**src/hdl/pd_pkg.sv**
```systemverilog
// Shared types, character codes and helper functions for the percent decoder.
package pd_pkg;

	localparam logic [7:0] CH_PERCENT = 8'h25;
	localparam logic [7:0] CH_PLUS    = 8'h2B;
	localparam logic [7:0] CH_MINUS   = 8'h2D;
	localparam logic [7:0] CH_SPACE   = 8'h20;
	localparam logic [7:0] CH_TAB     = 8'h09;
	localparam logic [7:0] CH_CR      = 8'h0D;
	localparam logic [7:0] CH_DIG0    = 8'h30;
	localparam logic [7:0] CH_DIG9    = 8'h39;
	localparam logic [7:0] CH_UPA     = 8'h41;
	localparam logic [7:0] CH_UPF     = 8'h46;
	localparam logic [7:0] CH_LOA     = 8'h61;
	localparam logic [7:0] CH_LOF     = 8'h66;

	localparam int unsigned MaxResults = 3;
	localparam int unsigned CntW       = $clog2(MaxResults + 1);

	typedef enum logic [1:0] {
		PH_IDLE,
		PH_PCT,
		PH_HELD
	} phase_t;

	typedef struct packed {
		logic       ok;
		logic [3:0] val;
	} hex_t;

	// Up to three decoded bytes for one input beat, entry 0 goes out first.
	typedef struct packed {
		logic [MaxResults-1:0][7:0] bytes;
		logic [CntW-1:0]            cnt;
		logic                       last;
	} dec_res_t;

	typedef struct packed {
		logic            load_ok;
		logic [CntW-1:0] cnt;
	} rb_stat_t;

	function automatic hex_t hex_val(input logic [7:0] c);
		hex_t h;
		logic [7:0] d;
		h = '0;
		d = '0;
		if (c >= CH_DIG0 && c <= CH_DIG9) begin
			d = c - CH_DIG0;
			h.ok = 1'b1;
		end else if (c >= CH_UPA && c <= CH_UPF) begin
			d = c - CH_UPA + 8'd10;
			h.ok = 1'b1;
		end else if (c >= CH_LOA && c <= CH_LOF) begin
			d = c - CH_LOA + 8'd10;
			h.ok = 1'b1;
		end
		h.val = d[3:0];
		return h;
	endfunction

	function automatic logic is_white(input logic [7:0] c);
		return (c == CH_SPACE) || (c >= CH_TAB && c <= CH_CR);
	endfunction

	// A plain byte: a plus sign becomes a space, everything else passes.
	function automatic logic [7:0] map_plain(input logic [7:0] c);
		return (c == CH_PLUS) ? CH_SPACE : c;
	endfunction

endpackage

```
**src/hdl/pd_if.sv**
```systemverilog
// Valid/ready channel interfaces for the encoded input and the decoded output.
interface pd_in_if;
	logic       valid;
	logic       ready;
	logic [7:0] in_byte;
	logic       in_final;

	modport source (output valid, in_byte, in_final, input ready);
	modport sink (input valid, in_byte, in_final, output ready);
endinterface

interface pd_out_if;
	logic       valid;
	logic       ready;
	logic [7:0] out_byte;
	logic       run_end;
	logic       string_end;

	modport source (output valid, out_byte, run_end, string_end, input ready);
	modport sink (input valid, out_byte, run_end, string_end, output ready);
endinterface

```
**src/hdl/pd_decode.sv**
```systemverilog
// Decode logic and hold state: turns one registered input byte into up to three output bytes.
module pd_decode
	import pd_pkg::*;
(
	input  logic       clk,
	input  logic       arst_n,
	input  logic       advance,
	input  logic [7:0] byte_s1,
	input  logic       final_s1,
	output dec_res_t   res
);

	phase_t     hold_phase_q, phase_d;
	logic [7:0] held_byte_q, held_d;
	hex_t       ha, hb;
	logic       pair_ok;
	logic [7:0] pair_val;

	assign ha = hex_val(held_byte_q);
	assign hb = hex_val(byte_s1);

	always_comb begin
		pair_ok  = 1'b0;
		pair_val = '0;
		if (hb.ok) begin
			if (ha.ok) begin
				pair_ok  = 1'b1;
				pair_val = {ha.val, hb.val};
			end else if (is_white(held_byte_q) || held_byte_q == CH_PLUS) begin
				pair_ok  = 1'b1;
				pair_val = {4'd0, hb.val};
			end else if (held_byte_q == CH_MINUS) begin
				pair_ok  = 1'b1;
				pair_val = 8'd0 - {4'd0, hb.val};
			end
		end
	end

	always_comb begin
		res      = '0;
		res.last = final_s1;
		phase_d  = PH_IDLE;
		held_d   = held_byte_q;
		case (hold_phase_q)
			PH_PCT: begin
				if (final_s1) begin
					res.bytes[0] = CH_PERCENT;
					res.bytes[1] = map_plain(byte_s1);
					res.cnt      = CntW'(2);
				end else begin
					phase_d = PH_HELD;
					held_d  = byte_s1;
				end
			end
			PH_HELD: begin
				if (pair_ok) begin
					res.bytes[0] = pair_val;
					res.cnt      = CntW'(1);
				end else if (held_byte_q == CH_PERCENT) begin
					// The held percent starts a new pair attempt of its own.
					res.bytes[0] = CH_PERCENT;
					if (final_s1) begin
						res.bytes[1] = CH_PERCENT;
						res.bytes[2] = map_plain(byte_s1);
						res.cnt      = CntW'(3);
					end else begin
						res.cnt = CntW'(1);
						phase_d = PH_HELD;
						held_d  = byte_s1;
					end
				end else begin
					res.bytes[0] = CH_PERCENT;
					res.bytes[1] = map_plain(held_byte_q);
					if (byte_s1 == CH_PERCENT && !final_s1) begin
						res.cnt = CntW'(2);
						phase_d = PH_PCT;
					end else begin
						res.bytes[2] = map_plain(byte_s1);
						res.cnt      = CntW'(3);
					end
				end
			end
			default: begin
				if (byte_s1 == CH_PERCENT && !final_s1) begin
					phase_d = PH_PCT;
				end else begin
					res.bytes[0] = map_plain(byte_s1);
					res.cnt      = CntW'(1);
				end
			end
		endcase
	end

	always_ff @(posedge clk or negedge arst_n) begin
		if (!arst_n) begin
			hold_phase_q <= PH_IDLE;
			held_byte_q  <= '0;
		end else if (advance) begin
			hold_phase_q <= phase_d;
			held_byte_q  <= held_d;
		end
	end

endmodule

```
**src/hdl/pd_result_buf.sv**
```systemverilog
// Result register that holds the decoded bytes of one input beat and drains them one per beat.
module pd_result_buf
	import pd_pkg::*;
(
	input  logic     clk,
	input  logic     arst_n,
	input  logic     load,
	input  dec_res_t res,
	output rb_stat_t stat,
	pd_out_if.source out_ch
);

	logic [MaxResults-1:0][7:0] bytes_q;
	logic [CntW-1:0]            cnt_q;
	logic                       last_q;
	logic                       one_left;

	assign one_left       = (cnt_q == CntW'(1));
	assign out_ch.valid      = (cnt_q != '0);
	assign out_ch.out_byte   = bytes_q[0];
	assign out_ch.run_end    = one_left;
	assign out_ch.string_end = one_left && last_q;

	assign stat.load_ok = (cnt_q == '0) || (one_left && out_ch.ready);
	assign stat.cnt     = cnt_q;

	always_ff @(posedge clk or negedge arst_n) begin
		if (!arst_n) begin
			cnt_q <= '0;
		end else if (load) begin
			cnt_q <= res.cnt;
		end else if (out_ch.valid && out_ch.ready) begin
			cnt_q <= cnt_q - CntW'(1);
		end
	end

	always_ff @(posedge clk) begin
		if (load) begin
			bytes_q <= res.bytes;
			last_q  <= res.last;
		end else if (out_ch.valid && out_ch.ready) begin
			for (int i = 0; i < MaxResults - 1; i++) begin
				bytes_q[i] <= bytes_q[i+1];
			end
		end
	end

endmodule

```
**src/hdl/percent_decoder.sv**
```systemverilog
// Percent decoder top level: input register, decode logic and draining result register.
// A byte accepted into the input register is decoded and loaded into the result register once
// that register can take it; the result register then offers its first output beat, if any.
// Throughput: one input beat per cycle while the output is ready and every beat yields at most
// one output byte; a beat with two or three bytes holds the input until its last byte is taken.
// Reset (arst_n low, asynchronous) empties the input and result registers and clears the hold.
module percent_decoder
	import pd_pkg::*;
(
	input  logic     clk,
	input  logic     arst_n,
	pd_in_if.sink    in_ch,
	pd_out_if.source out_ch
);

	logic       valid_s1;
	logic [7:0] byte_s1;
	logic       final_s1;
	logic       advance;
	dec_res_t   res;
	rb_stat_t   stat;

	assign advance     = valid_s1 && stat.load_ok;
	assign in_ch.ready = !valid_s1 || stat.load_ok;

	always_ff @(posedge clk or negedge arst_n) begin
		if (!arst_n) begin
			valid_s1 <= 1'b0;
		end else if (in_ch.valid && in_ch.ready) begin
			valid_s1 <= 1'b1;
		end else if (advance) begin
			valid_s1 <= 1'b0;
		end
	end

	always_ff @(posedge clk) begin
		if (in_ch.valid && in_ch.ready) begin
			byte_s1  <= in_ch.in_byte;
			final_s1 <= in_ch.in_final;
		end
	end

	pd_decode u_decode (
		.clk      (clk),
		.arst_n   (arst_n),
		.advance  (advance),
		.byte_s1  (byte_s1),
		.final_s1 (final_s1),
		.res      (res)
	);

	pd_result_buf u_result (
		.clk    (clk),
		.arst_n (arst_n),
		.load   (advance),
		.res    (res),
		.stat   (stat),
		.out_ch (out_ch)
	);

	// A registered byte that the result register cannot take must stay put.
	a_s1_hold: assert property (@(posedge clk) disable iff (!arst_n)
		(valid_s1 && !stat.load_ok) |=> (valid_s1 && $stable(byte_s1) && $stable(final_s1)))
		else $error("input register lost or changed a stalled byte");

	// The final byte of a string always produces at least one output beat.
	a_final_out: assert property (@(posedge clk) disable iff (!arst_n)
		(advance && final_s1) |=> (stat.cnt != '0))
		else $error("final byte produced no output");

	// The result register is never reloaded while more than one byte is still waiting.
	a_no_overwrite: assert property (@(posedge clk) disable iff (!arst_n)
		advance |-> (stat.cnt == '0 || (stat.cnt == CntW'(1) && out_ch.ready)))
		else $error("result register overwritten with bytes pending");

	// The string end flag only ever marks the last byte of a beat.
	a_end_flags: assert property (@(posedge clk) disable iff (!arst_n)
		(out_ch.valid && out_ch.string_end) |-> out_ch.run_end)
		else $error("string end without run end");

endmodule
```
**src/flat_wrapper.sv**
```systemverilog
// flat-port wrapper written by rule: the top's interface ports become plain ports
module percent_decoder_flat import pd_pkg::*;
  (clk, arst_n, in_ch_valid, in_ch_in_byte, in_ch_in_final, in_ch_ready, out_ch_valid, out_ch_out_byte, out_ch_run_end, out_ch_string_end, out_ch_ready);
  pd_in_if in_ch_i ();
  pd_out_if out_ch_i ();
  input  logic clk;
  input  logic arst_n;
  input wire logic [$bits(in_ch_i.valid)-1:0] in_ch_valid;
  input wire logic [$bits(in_ch_i.in_byte)-1:0] in_ch_in_byte;
  input wire logic [$bits(in_ch_i.in_final)-1:0] in_ch_in_final;
  output wire logic [$bits(in_ch_i.ready)-1:0] in_ch_ready;
  output wire logic [$bits(out_ch_i.valid)-1:0] out_ch_valid;
  output wire logic [$bits(out_ch_i.out_byte)-1:0] out_ch_out_byte;
  output wire logic [$bits(out_ch_i.run_end)-1:0] out_ch_run_end;
  output wire logic [$bits(out_ch_i.string_end)-1:0] out_ch_string_end;
  input wire logic [$bits(out_ch_i.ready)-1:0] out_ch_ready;
  assign in_ch_i.valid = in_ch_valid;
  assign in_ch_i.in_byte = in_ch_in_byte;
  assign in_ch_i.in_final = in_ch_in_final;
  assign in_ch_ready = in_ch_i.ready;
  assign out_ch_valid = out_ch_i.valid;
  assign out_ch_out_byte = out_ch_i.out_byte;
  assign out_ch_run_end = out_ch_i.run_end;
  assign out_ch_string_end = out_ch_i.string_end;
  assign out_ch_i.ready = out_ch_ready;
  percent_decoder u_core (.clk(clk), .arst_n(arst_n), .in_ch(in_ch_i), .out_ch(out_ch_i));
endmodule
```
**config.mk**
```make
export PLATFORM = sky130hd
export DESIGN_NAME = percent_decoder_flat
export DESIGN_NICKNAME = d
export VERILOG_FILES = /design/src/hdl/pd_pkg.sv /design/src/hdl/pd_if.sv /design/src/hdl/pd_decode.sv /design/src/hdl/pd_result_buf.sv /design/src/hdl/percent_decoder.sv /design/src/flat_wrapper.sv
export SDC_FILE = /design/constraint.sdc
export NUM_CORES = 1
export LEC_CHECK = 0
export ABC_AREA = 1
export BUFFER_PORTS_ARGS = -buffer_cell sky130_fd_sc_hd__buf_2
export CAP_MARGIN = 0
export CORE_AREA = 4 4 59 101
export DETAILED_ROUTE_END_ITERATION = 7
export DIE_AREA = 0 0 63 105
export GPL_TIMING_DRIVEN = 1
export PLACE_DENSITY = 0.87
export SYNTH_ARGS = -nofsm -noshare
export SYNTH_HDL_FRONTEND = slang
export SYNTH_SLANG_ARGS = --single-unit
```
**constraint.sdc**
```tcl
create_clock -name clk -period 3 [get_ports clk]
set_input_delay 0.3 -clock clk [delete_from_list [all_inputs] [get_ports clk]]
set_output_delay 0.3 -clock clk [all_outputs]
set_load 0.01 [all_outputs]
```
==> qor.txt, run 1 <==
WL final: 6.70 mm
Vias in the first global route: 2419
Worst R2R Path Depth: 15
Maximum vdd drop: 575 uV
GRT Util Overall: 22.2%
IO buf count: 24
Post-Syn Area: 0.00286 mm2
Max clock buf depth: 2
Gate power share: 44.5%
Largest area contributor in the netlist: edfxtp_1
Most frequent cell after synthesis: nand2_1
Max-cap violation count: 0
Post-CTS setup repair buffer count: 0
Setup slack, reg-to-reg: 0.34 ns
P_int: 1.86 mW
Final TNS setup: 0 ns
CTS Sinks: 47
Die height: 105 um
Rel. slew slack: 31.9%
Number of flops mapped to enable cells by yosys: 34
Post-synth net total: 367
Initial core utilization: 54.9%
CTS clock-pin slew for the worst setup and hold paths: 0.10 ns
CP max FO: 7
Dominant cells by area after synthesis: edfxtp_1 36%, dfrtp_1 11%, nand2_1 9.6%, inv_1 5.4%, nor2_1 5.4%
RSZ-0062 raised after global routing: false
Power Density: 1030 mW/mm2
Worst Hold End: u_core.byte_s1[4]
DP Worst Slack: 0.387 ns
Data arrival time of the critical path: 2.84 ns
Core area: 0.00521 mm2
Leak pwr: 1.48 nW
GP Congestion: 1.05
Synth-to-Final Area Change: 9.93%
Worst EP required: 3.17 ns
Hold wc startpoint: in_ch_in_byte[4]
Hold Vio Cnt, Final: 0
Reg power frac: 38.0%
DR vias: 2362
Sw Ratio: 42.8%
Number of diodes: 0
Status: completed
Hold Path Cell Cnt: 1
Area share of the largest cell type after synthesis: 35.7%
Worst Clk Skew: 0.00934 ns
Worst R2R Start: u_core.byte_s1[1]
Gate Count Post-Synth: 342
CTS root buf: clkbuf_8
Post-route ant nets: 0
Largest net degree at the start of global routing: 24
Post-DP HPWL: 5.28 mm
Min Clock Period, post-route: 2.66 ns
Fin crit share: 88.8%
P_sw: 1.39 mW
Die X: 63 um
Clock Power Share: 17.5%
Min-delay worst type: input pin to register
Number of I/O pins: 25
GRT overflow: 0
Placement Rows: 35
Fmax: 375 MHz
# DRC: 0
First-pass GRT wire length: 11.4 mm
Share of cells above drive strength 1: 16.7%
Skew-Pair Late Insertion Delay: 0.31 ns
Initial DRC count: 139
Antenna violations before repair: 0
Fin cells: 421
Worst setup EP type: register
CTS tree: built
Final setup violation count: 0
Fill count: 443
Flip-flop and latch count after synthesis: 47
Placed insts: 412
Synth unique cells: 35
Worst slew pin tran: 1.01 ns
Die area: 0.00662 mm2
CP startpoint kind: register
Async set or reset register ratio after synthesis: 27.7%
Via/cell ratio: 5.61
Most frequent cells after synthesis: 73 x nand2_1, 41 x inv_1, 41 x nor2_1
CTS Buf Count: 5
Avg Cell Area, Syn: 8.36 um2
Ys flop type: edfxtp_1
Htree depth: 2
Layout Nets: 390
Max Slew Vio Count: 0
YS warnings: 0
RR Endpoint: u_core.u_result.out_ch.out_byte[2]
Sequential fraction of the synthesis area: 47.1%
Setup CP Type: register to register
DR pass1 iterations: 5
Worst setup margin: 0.335 ns
Routed wire per std cell: 15.9 um
## worst max-delay path: stages (launching register included)
cell	delay [ns]
edfxtp_1	0.45
inv_1	0.12
ha_1	0.21
o21ai_0	0.19
nand2_1	0.07
nand2_1	0.19
xor2_1	0.26
nand2_1	0.12
ha_1	0.22
inv_1	0.05
nand3_1	0.08
o21ai_0	0.18
nand3_1	0.09
nand2_1	0.11
nand2_1	0.06
a21oi_1	0.11
## metal layers
layer | wire, um | track usage [%] | share of wire (%) | up-vias
li1 | - | - | - | 1168
met1 | 2390 | 24.6 | 36 | 1068
met2 | 3580 | 38.9 | 53 | 96
met3 | 341 | 3.66 | 5.1 | 30
met4 | 386 | 13.4 | 5.8 | 0
met5 | 0 | 0 | 0 | -
## flip-flops by register name, summed over array words and instances (netlist names)
name	cells
u_core.u_result.bytes_q	16
u_core.byte_s1	8
u_core.u_decode.held_byte_q	8
u_core.u_result.out_ch.out_byte	8
u_core.u_decode.hold_phase_q	2
u_core.u_result.cnt_q	2
u_core.final_s1	1
u_core.u_result.last_q	1
u_core.valid_s1	1
## placed cells by master (no fill, tap or decap), drive strengths merged
cell type / n
clkbuf: 5
clkinv: 2
o21ai: 30
a211oi: 1
a22o: 1
dfrtp: 13
nor4: 1
xor2: 3
nor2: 47
nand2: 80
a31oi: 2
nand3b: 1
bufinv: 2
o22ai: 4
o31ai: 1
a22oi: 2
buf: 27
nor3: 6
nand3: 24
edfxtp: 34
dlygate4sd3: 1
ha: 12
nand4: 2
a21oi: 16
inv: 49
## stage by stage
step                power [mW]  utilization (%)  hold slack [ns]  area, um2
floorplan                 2.32                -          0.00441       2860
global placement          2.64             57.4            0.203       2990
detailed placement        2.67             57.4            0.205       2990
CTS                       3.24             60.3            0.159       3140
global route              3.50             60.3            0.154       3140
finish                    3.25             60.3            0.167       3140
## repair_timing
action / 4_1_cts / 5_1_grt
hold buffers: 1 / 0
resized for setup: 0 / 0
endpoints found under the hold margin: 13 / 0
## cell type report
type | instances | area, um2 | share of cell area (%)
Tap cell | 55 | 68.8 | 2.19
Clock inverter | 3 | 71.3 | 2.27
Multi-Input combinational cell | 233 | 1250 | 39.7
Clock buffer | 5 | 68.8 | 2.19
Timing Repair Buffer | 28 | 153 | 4.86
Inverter | 50 | 188 | 5.97
Sequential cell | 47 | 1350 | 42.8
## power by group through the flow
stage	sequential, mW	clock (mW)	combinational (mW)
final	1.24	0.569	1.45
after global routing	1.26	0.599	1.64
after CTS	1.23	0.574	1.44
after detailed placement	1.24	0	1.43
after global placement	1.23	0	1.40
after floorplan	1.19	0	1.13
## how the worst max path moves through the flow
| stage | startpoint | endpoint | slack, ns | cells past startpoint |
|---|---|---|---|---|
| after floorplan | u_core.byte_s1[0] | u_core.u_result.out_ch.out_byte[2] | 0.77 | 15 |
| after global routing | u_core.byte_s1[1] | u_core.u_result.out_ch.out_byte[2] | 0.12 | 15 |
| after detailed placement | u_core.byte_s1[1] | u_core.u_result.out_ch.out_byte[2] | 0.39 | 15 |
| after CTS | u_core.byte_s1[1] | u_core.u_result.out_ch.out_byte[2] | 0.37 | 15 |
| after global placement | u_core.byte_s1[1] | u_core.u_result.out_ch.out_byte[2] | 0.46 | 16 |
| final | u_core.byte_s1[1] | u_core.u_result.out_ch.out_byte[2] | 0.34 | 15 |
## logic make-up after synthesis
| group | synth area share, % |
|---|---|
| and+or+nand+nor | 26.6 |
| AOI/OAI and AO/OA | 10.9 |
| buffers and inverters | 9.28 |
| DFF | 47.1 |
| adders and majority gates | 5.25 |
| xor gates and xnor gates | 0.919 |
Power figures use the tool's default switching activity.
==> run 2: changes to the inputs <==
CORE_AREA = 4 4 60 103   (was 4 4 59 101)
DIE_AREA = 0 0 64 107   (was 0 0 63 105)
PLACE_DENSITY = 0.84   (was 0.87)
==> run 2 against run 1 <==
  * Cell count rose by 4.3%
  * Die area is 3.5% higher
  * Global-route usage fell by 1.0 points
  * Combinational power hardly changed
  * First-iteration DRC count fell by 12%
  * Utilization decreased by 1.0 points
  * Critical path depth stayed put
  * Setup slack better by 0.050 ns
  * Clock skew increased by 0.0028 ns
==> qor.txt, run 2 (synthesis results as in run 1) <==
Status: completed
Most flops, register: u_core.u_result.bytes_q
CTS Buf Count: 5 (unchanged)
Initial DRC count: 122 (-12%)
Fin cells: 439 (+4.3%)
IO buf count: 24 (unchanged)
Final TNS setup: 0 ns (unchanged)
DR vias: 2379 (+0.72%)
Post-DP HPWL: 5.20 mm (-1.3%)
Most common cell after layout, fill and taps aside: nand2_1
Post-cts sizing count: 0 (unchanged)
CTS Sinks: 47 (unchanged)
Cts-stage hold buffer count: 1 (unchanged)
Layout Nets: 389 (-0.26%)
Worst Clk Skew: 0.0121 ns (+0.00279 ns)
Max Slew Vio Count: 0 (unchanged)
Antenna violations before repair: 0 (unchanged)
Worst setup EP type: register
Max-cap violation count: 0 (unchanged)
Worst EP required: 3.15 ns (-0.02 ns)
CTS tree: built
Placement Rows: 35 (unchanged)
First-pass GRT wire length: 11.2 mm (-1.5%)
Htree depth: 2 (unchanged)
CTS clock-pin slew for the worst setup and hold paths: 0.09 ns (about the same)
Placed insts: 430 (+4.4%)
GP Congestion: 0.987 (-6.3%)
Share of cells above drive strength 1: 16.4% (-0.23 points)
Vias in the first global route: 2365 (-2.2%)
Leak pwr: 1.46 nW (-0.94%)
GRT Util Overall: 21.2% (-1.0 points)
RSZ-0062 raised after global routing: false
Die X: 64 um (+1.6%)
CP max FO: 7 (unchanged)
Number of diodes: 0 (unchanged)
Data arrival time of the critical path: 2.77 ns (-0.07 ns)
Highest-count cells in the layout ignoring fill and taps: 73 x nand2_1, 41 x inv_1, 41 x nor2_1
Skew-Pair Late Insertion Delay: 0.31 ns (about the same)
WL final: 6.62 mm (-1.2%)
Min-delay worst type: input pin to register
# DRC: 0 (unchanged)
CP startpoint kind: register
DR pass1 iterations: 5 (unchanged)
Post-route ant nets: 0 (unchanged)
Flip-flop count of the largest register after layout: 16 (unchanged)
Fin crit share: 87.2% (-1.7 points)
GRT overflow: 0 (unchanged)
Initial core utilization: 54.0% (-0.91 points)
Worst slew pin tran: 1.00 ns (-0.0145 ns)
Min Clock Period, post-route: 2.61 ns (-0.0497 ns)
Via/cell ratio: 5.42 (-3.4%)
Rel. slew slack: 32.9% (+0.97 points)
Hold Vio Cnt, Final: 0 (unchanged)
Core area: 0.00530 mm2 (+1.7%)
Die height: 107 um (+1.9%)
Power Density: 1000 mW/mm2 (-3.3%)
Number of I/O pins: 25 (unchanged)
Final setup violation count: 0 (unchanged)
Synth-to-Final Area Change: 9.85% (about the same)
Setup CP Type: register to register
Post-CTS setup repair buffer count: 0 (unchanged)
Largest net degree at the start of global routing: 24 (unchanged)
Max clock buf depth: 2 (unchanged)
Routed wire per std cell: 15.1 um (-5.3%)
Fmax: 382 MHz (+1.9%)
Maximum vdd drop: 408 uV (-29%)
Die area: 0.00685 mm2 (+3.5%)
CTS root buf: clkbuf_8
run 2: area by class of cell:
cell class	instances	area [um2]
fillers	504	2160
clock inverters	2	38.8
repair buffers	27	145
clock buffers	6	82.6
multi-input cells	233	1250
well taps	74	92.6
flip-flops and latches	47	1350
inverters	50	188
run 2: worst max-delay path, stage by stage, from the launching register on:
cell	delay (ns)
edfxtp_1	0.49
inv_1	0.10
ha_1	0.22
o21ai_0	0.16
nand2_1	0.07
nand2_1	0.19
xor2_1	0.24
nand2_1	0.11
ha_1	0.21
inv_1	0.05
nand3_1	0.08
o21ai_0	0.16
nand3_1	0.09
nand2_1	0.10
nand2_1	0.06
a21oi_1	0.14
run 2: final timing paths:
path | slack, ns | cells after the start | startpoint | to
max in group asynchronous | 2.32 | 2 | arst_n | u_core.u_decode.held_byte_q[3]
worst min register to register | 0.52 | 2 | u_core.u_result.bytes_q[22] | u_core.u_result.bytes_q[14]
worst max-delay path | 0.39 | 15 | u_core.byte_s1[0] | u_core.u_result.out_ch.out_byte[2]
min in group asynchronous | 0.42 | 2 | arst_n | u_core.valid_s1
worst max register to register | 0.39 | 15 | u_core.byte_s1[0] | u_core.u_result.out_ch.out_byte[2]
worst min-delay path | 0.17 | 1 | in_ch_in_byte[2] | u_core.byte_s1[2]
run 2: metal layers:
layer	vias to the layer above	GRT usage, %	wire [um]	part of all wire, %
li1	1164	-	-	-
met1	1096	22.7	2310	35
met2	93	36.9	3450	52
met3	26	3.67	395	6.0
met4	0	14.7	462	7.0
met5	-	0	0	0
run 2: stage by stage:
step | area (um2) | total power [mW] | utilization, % | hold slack, ns | setup slack [ns]
after floorplan | 2860 | 2.32 | - | 0.00441 | 0.775
after global placement | 3010 | 2.61 | 56.8 | 0.213 | 0.515
after detailed placement | 3010 | 2.65 | 56.8 | 0.225 | 0.435
after CTS | 3140 | 3.14 | 59.3 | 0.170 | 0.416
after global routing | 3140 | 3.39 | 59.3 | 0.162 | 0.154
final | 3140 | 3.14 | 59.3 | 0.169 | 0.385
run 2: power breakdown:
group          total, mW  internal, mW  switching [mW]  leakage, nW
logic               1.42         0.463           0.959        0.913
registers           1.22          1.06           0.166        0.490
clock network      0.496         0.274           0.222       0.0618
==> run 3: changes to the inputs <==
CORE_AREA = 2 2 58 101   (was 4 4 60 103)
CTS_BUF_LIST = sky130_fd_sc_hd__clkbuf_8   (was not set)
DIE_AREA = 0 0 60 103   (was 0 0 64 107)
==> run 3 against run 2 <==
  * Sequential power about the same
  * Setup slack better by 0.058 ns
  * Wire length grew 1.6%
  * Power down 2.9%
  * Clock skew is 0.0013 ns lower
  * Die area is 9.8% lower
  * Cell count grew 0.23%
  * Largest power group unchanged
  * Utilization shrank 2.3 points
  * Maximum frequency up 2.3%
  * Global-route usage up 2.9 points
  * Critical endpoint unchanged
==> qor.txt, run 3 (synthesis results as in run 1) <==
Htree depth: 2 (unchanged)
Setup CP Type: register to register
Critical path's most frequent cell: nand2_1
Critical path's largest stage delay: 0.47 ns (-0.02 ns)
Clock Power Share: 12.1% (-3.7 points)
Final setup violation count: 0 (unchanged)
FF+latch area: 0.00135 mm2 (unchanged)
RSZ-0062 raised after global routing: false
Highest-count cells in the layout ignoring fill and taps: 73 x nand2_1, 41 x inv_1, 41 x nor2_1
CTS Sinks: 47 (unchanged)
Wl on met1: 2.40 mm (+3.7%)
GRT Util Overall: 24.1% (+2.9 points)
Post-cts sizing count: 0 (unchanged)
Number of diodes: 0 (unchanged)
CP startpoint kind: register
Fill count: 478 (-5.2%)
Cell area after placement: 0.00301 mm2 (about the same)
Setup slack, reg-to-reg: 0.44 ns (+0.06 ns)
Final TNS setup: 0 ns (unchanged)
Die X: 60 um (-6.3%)
Initial DRC count: 126 (+3.3%)
Power Density: 982 mW/mm2 (-1.8%)
Max Slew Vio Count: 0 (unchanged)
RR Endpoint: u_core.u_result.out_ch.out_byte[2]
Rel. slew slack: 29.7% (-3.2 points)
Most common cell after layout, fill and taps aside: nand2_1
Fin crit share: 85.2% (-1.9 points)
Worst R2R Start: u_core.byte_s1[1]
Area of the multi-input gates: 0.00125 mm2 (unchanged)
First-pass GRT wire length: 10.9 mm (-2.8%)
CTS Buf Count: 5 (unchanged)
Min-delay worst type: input pin to register
Worst EP required: 3.07 ns (-0.08 ns)
Status: completed
Maximum vdd drop: 388 uV (-4.9%)
Worst Clk Skew: 0.0109 ns (-0.00125 ns)
P_int: 1.68 mW (-6.2%)
Layout Nets: 389 (unchanged)
Routed wire per std cell: 15.3 um (+1.4%)
Die area: 0.00618 mm2 (-9.8%)
IO buf count: 24 (unchanged)
Worst R2R Path Depth: 16 (+1)
GP Congestion: 1.02 (+3.4%)
Skew-Pair Late Insertion Delay: 0.30 ns (about the same)
Sw Ratio: 44.8% (+1.9 points)
Fmax: 391 MHz (+2.3%)
Number of I/O pins: 25 (unchanged)
Max-cap violation count: 0 (unchanged)
DR pass1 iterations: 6 (+1)
Antenna violations before repair: 0 (unchanged)
Core area: 0.00545 mm2 (+2.9%)
Critical Path Start: u_core.byte_s1[1]
Placed insts: 432 (+0.47%)
Crit path max-delay cell type: edfxtp_1
Vias in the first global route: 2296 (-2.9%)
Met3 wire len: 291 um (-26%)
Max layer used: met4
PnR Total Power: 3.05 mW (-2.9%)
Post-CTS setup repair buffer count: 0 (unchanged)
DR vias: 2388 (+0.38%)
Reg power frac: 40.5% (+1.5 points)
Flip-flop count of the largest register after layout: 16 (unchanged)
WL final: 6.73 mm (+1.6%)
Gate power share: 47.4% (+2.2 points)
GRT overflow: 0 (unchanged)
Max clock buf depth: 2 (unchanged)
Data arrival time of the critical path: 2.62 ns (-0.15 ns)
CTS clock-pin slew for the worst setup and hold paths: 0.09 ns (about the same)
CTS root buf: clkbuf_8
# DRC: 0 (unchanged)
Placement Rows: 36 (+2.9%)
Die height: 103 um (-3.7%)
Min Clock Period, post-route: 2.56 ns (-0.0577 ns)
Leak pwr: 1.45 nW (-1.2%)
Largest net degree at the start of global routing: 24 (unchanged)
P_sw: 1.37 mW (+1.3%)
Hold Vio Cnt, Final: 0 (unchanged)
CP max FO: 7 (unchanged)
Design area: 0.00310 mm2 (-1.2%)
CP cell instances: inv_1 > ha_1 > o21ai_0 > nand2_1 > nand2_1 > xor2_1 > nand2_1 > ha_1 > inv_1 > nand3_1 > nor2_1 > nand2_1 > nand3_1 > nand2_1 > nand2_1 > a21oi_1
Share of cells above drive strength 1: 16.2% (-0.23 points)
Worst slew pin tran: 1.05 ns (+0.0483 ns)
CTS tree: built
Met2 Routed Length: 3.53 mm (+2.4%)
Fin cells: 440 (+0.23%)
Initial core utilization: 52.5% (-1.5 points)
Synth-to-Final Area Change: 8.58%
Via/cell ratio: 5.43 (+0.15%)
Setup crit end: u_core.u_result.out_ch.out_byte[2]
Most flops, register: u_core.u_result.bytes_q
Post-DP HPWL: 5.29 mm (+1.6%)
Post-route ant nets: 0 (unchanged)
Cts-stage hold buffer count: 1 (unchanged)
Worst setup EP type: register
-- run 3: cell count changes in the layout (fill, tap and decap cells not counted) --
cell	change
clkinv_4	+1
clkinv_2	+1
bufinv_16	-1
inv_6	-1
clkbuf_8	-1
-- run 3: worst max-delay path: cells and delay by family, from the launching register on --
kind,cells,cell delay [ns]
flip-flops,1,0.47
XOR/XNOR,1,0.23
adder cells (fa/ha/maj),2,0.41
AND/OR/NAND/NOR,9,0.81
AO/OA/AOI/OAI,2,0.22
buffers and inverters,2,0.19
-- run 3: metal layers --
metal  vias up  global-route usage [%]
met5         -                       0
li1       1167                       -
met2       120                    42.5
met1      1065                    25.2
met3        36                    2.76
met4         0                    17.8
-- run 3: through the flow --
stage	worst slack, ns	hold slack (ns)	utilization [%]
6_report	0.443	0.175	57.0
5_1_grt	0.121	0.159	57.0
4_1_cts	0.491	0.164	57.0
3_5_place_dp	0.482	0.223	55.3
3_3_place_gp	0.511	0.216	55.3
2_1_floorplan	0.775	0.00441	-
-- run 3: worst min path at each step --
stage	from	to	slack, ns	depth (start not counted)
floorplan	arst_n	u_core.u_decode.held_byte_q[0]	0.004	0
global placement	arst_n	u_core.valid_s1	0.22	1
detailed placement	arst_n	u_core.valid_s1	0.22	1
CTS	in_ch_in_byte[0]	u_core.byte_s1[0]	0.16	1
global route	in_ch_in_byte[0]	u_core.byte_s1[0]	0.16	1
finish	in_ch_in_byte[7]	u_core.byte_s1[7]	0.18	1
-- run 3: area by class of cell --
type	instances	area share (%)
Multi-Input combinational cell	233	40.2
Inverter	50	6.05
Clock inverter	2	0.443
Timing Repair Buffer	27	4.68
Sequential cell	47	43.4
Clock buffer	5	2.22
Tap cell	76	3.06
-- run 3: power by group through the flow --
stage,Combinational (mW),Sequential [mW],Clock [mW]
after floorplan,1.13,1.19,0
after global placement,1.39,1.23,0
after detailed placement,1.43,1.25,0
after CTS,1.44,1.23,0.379
after global routing,1.61,1.26,0.401
final,1.44,1.24,0.370
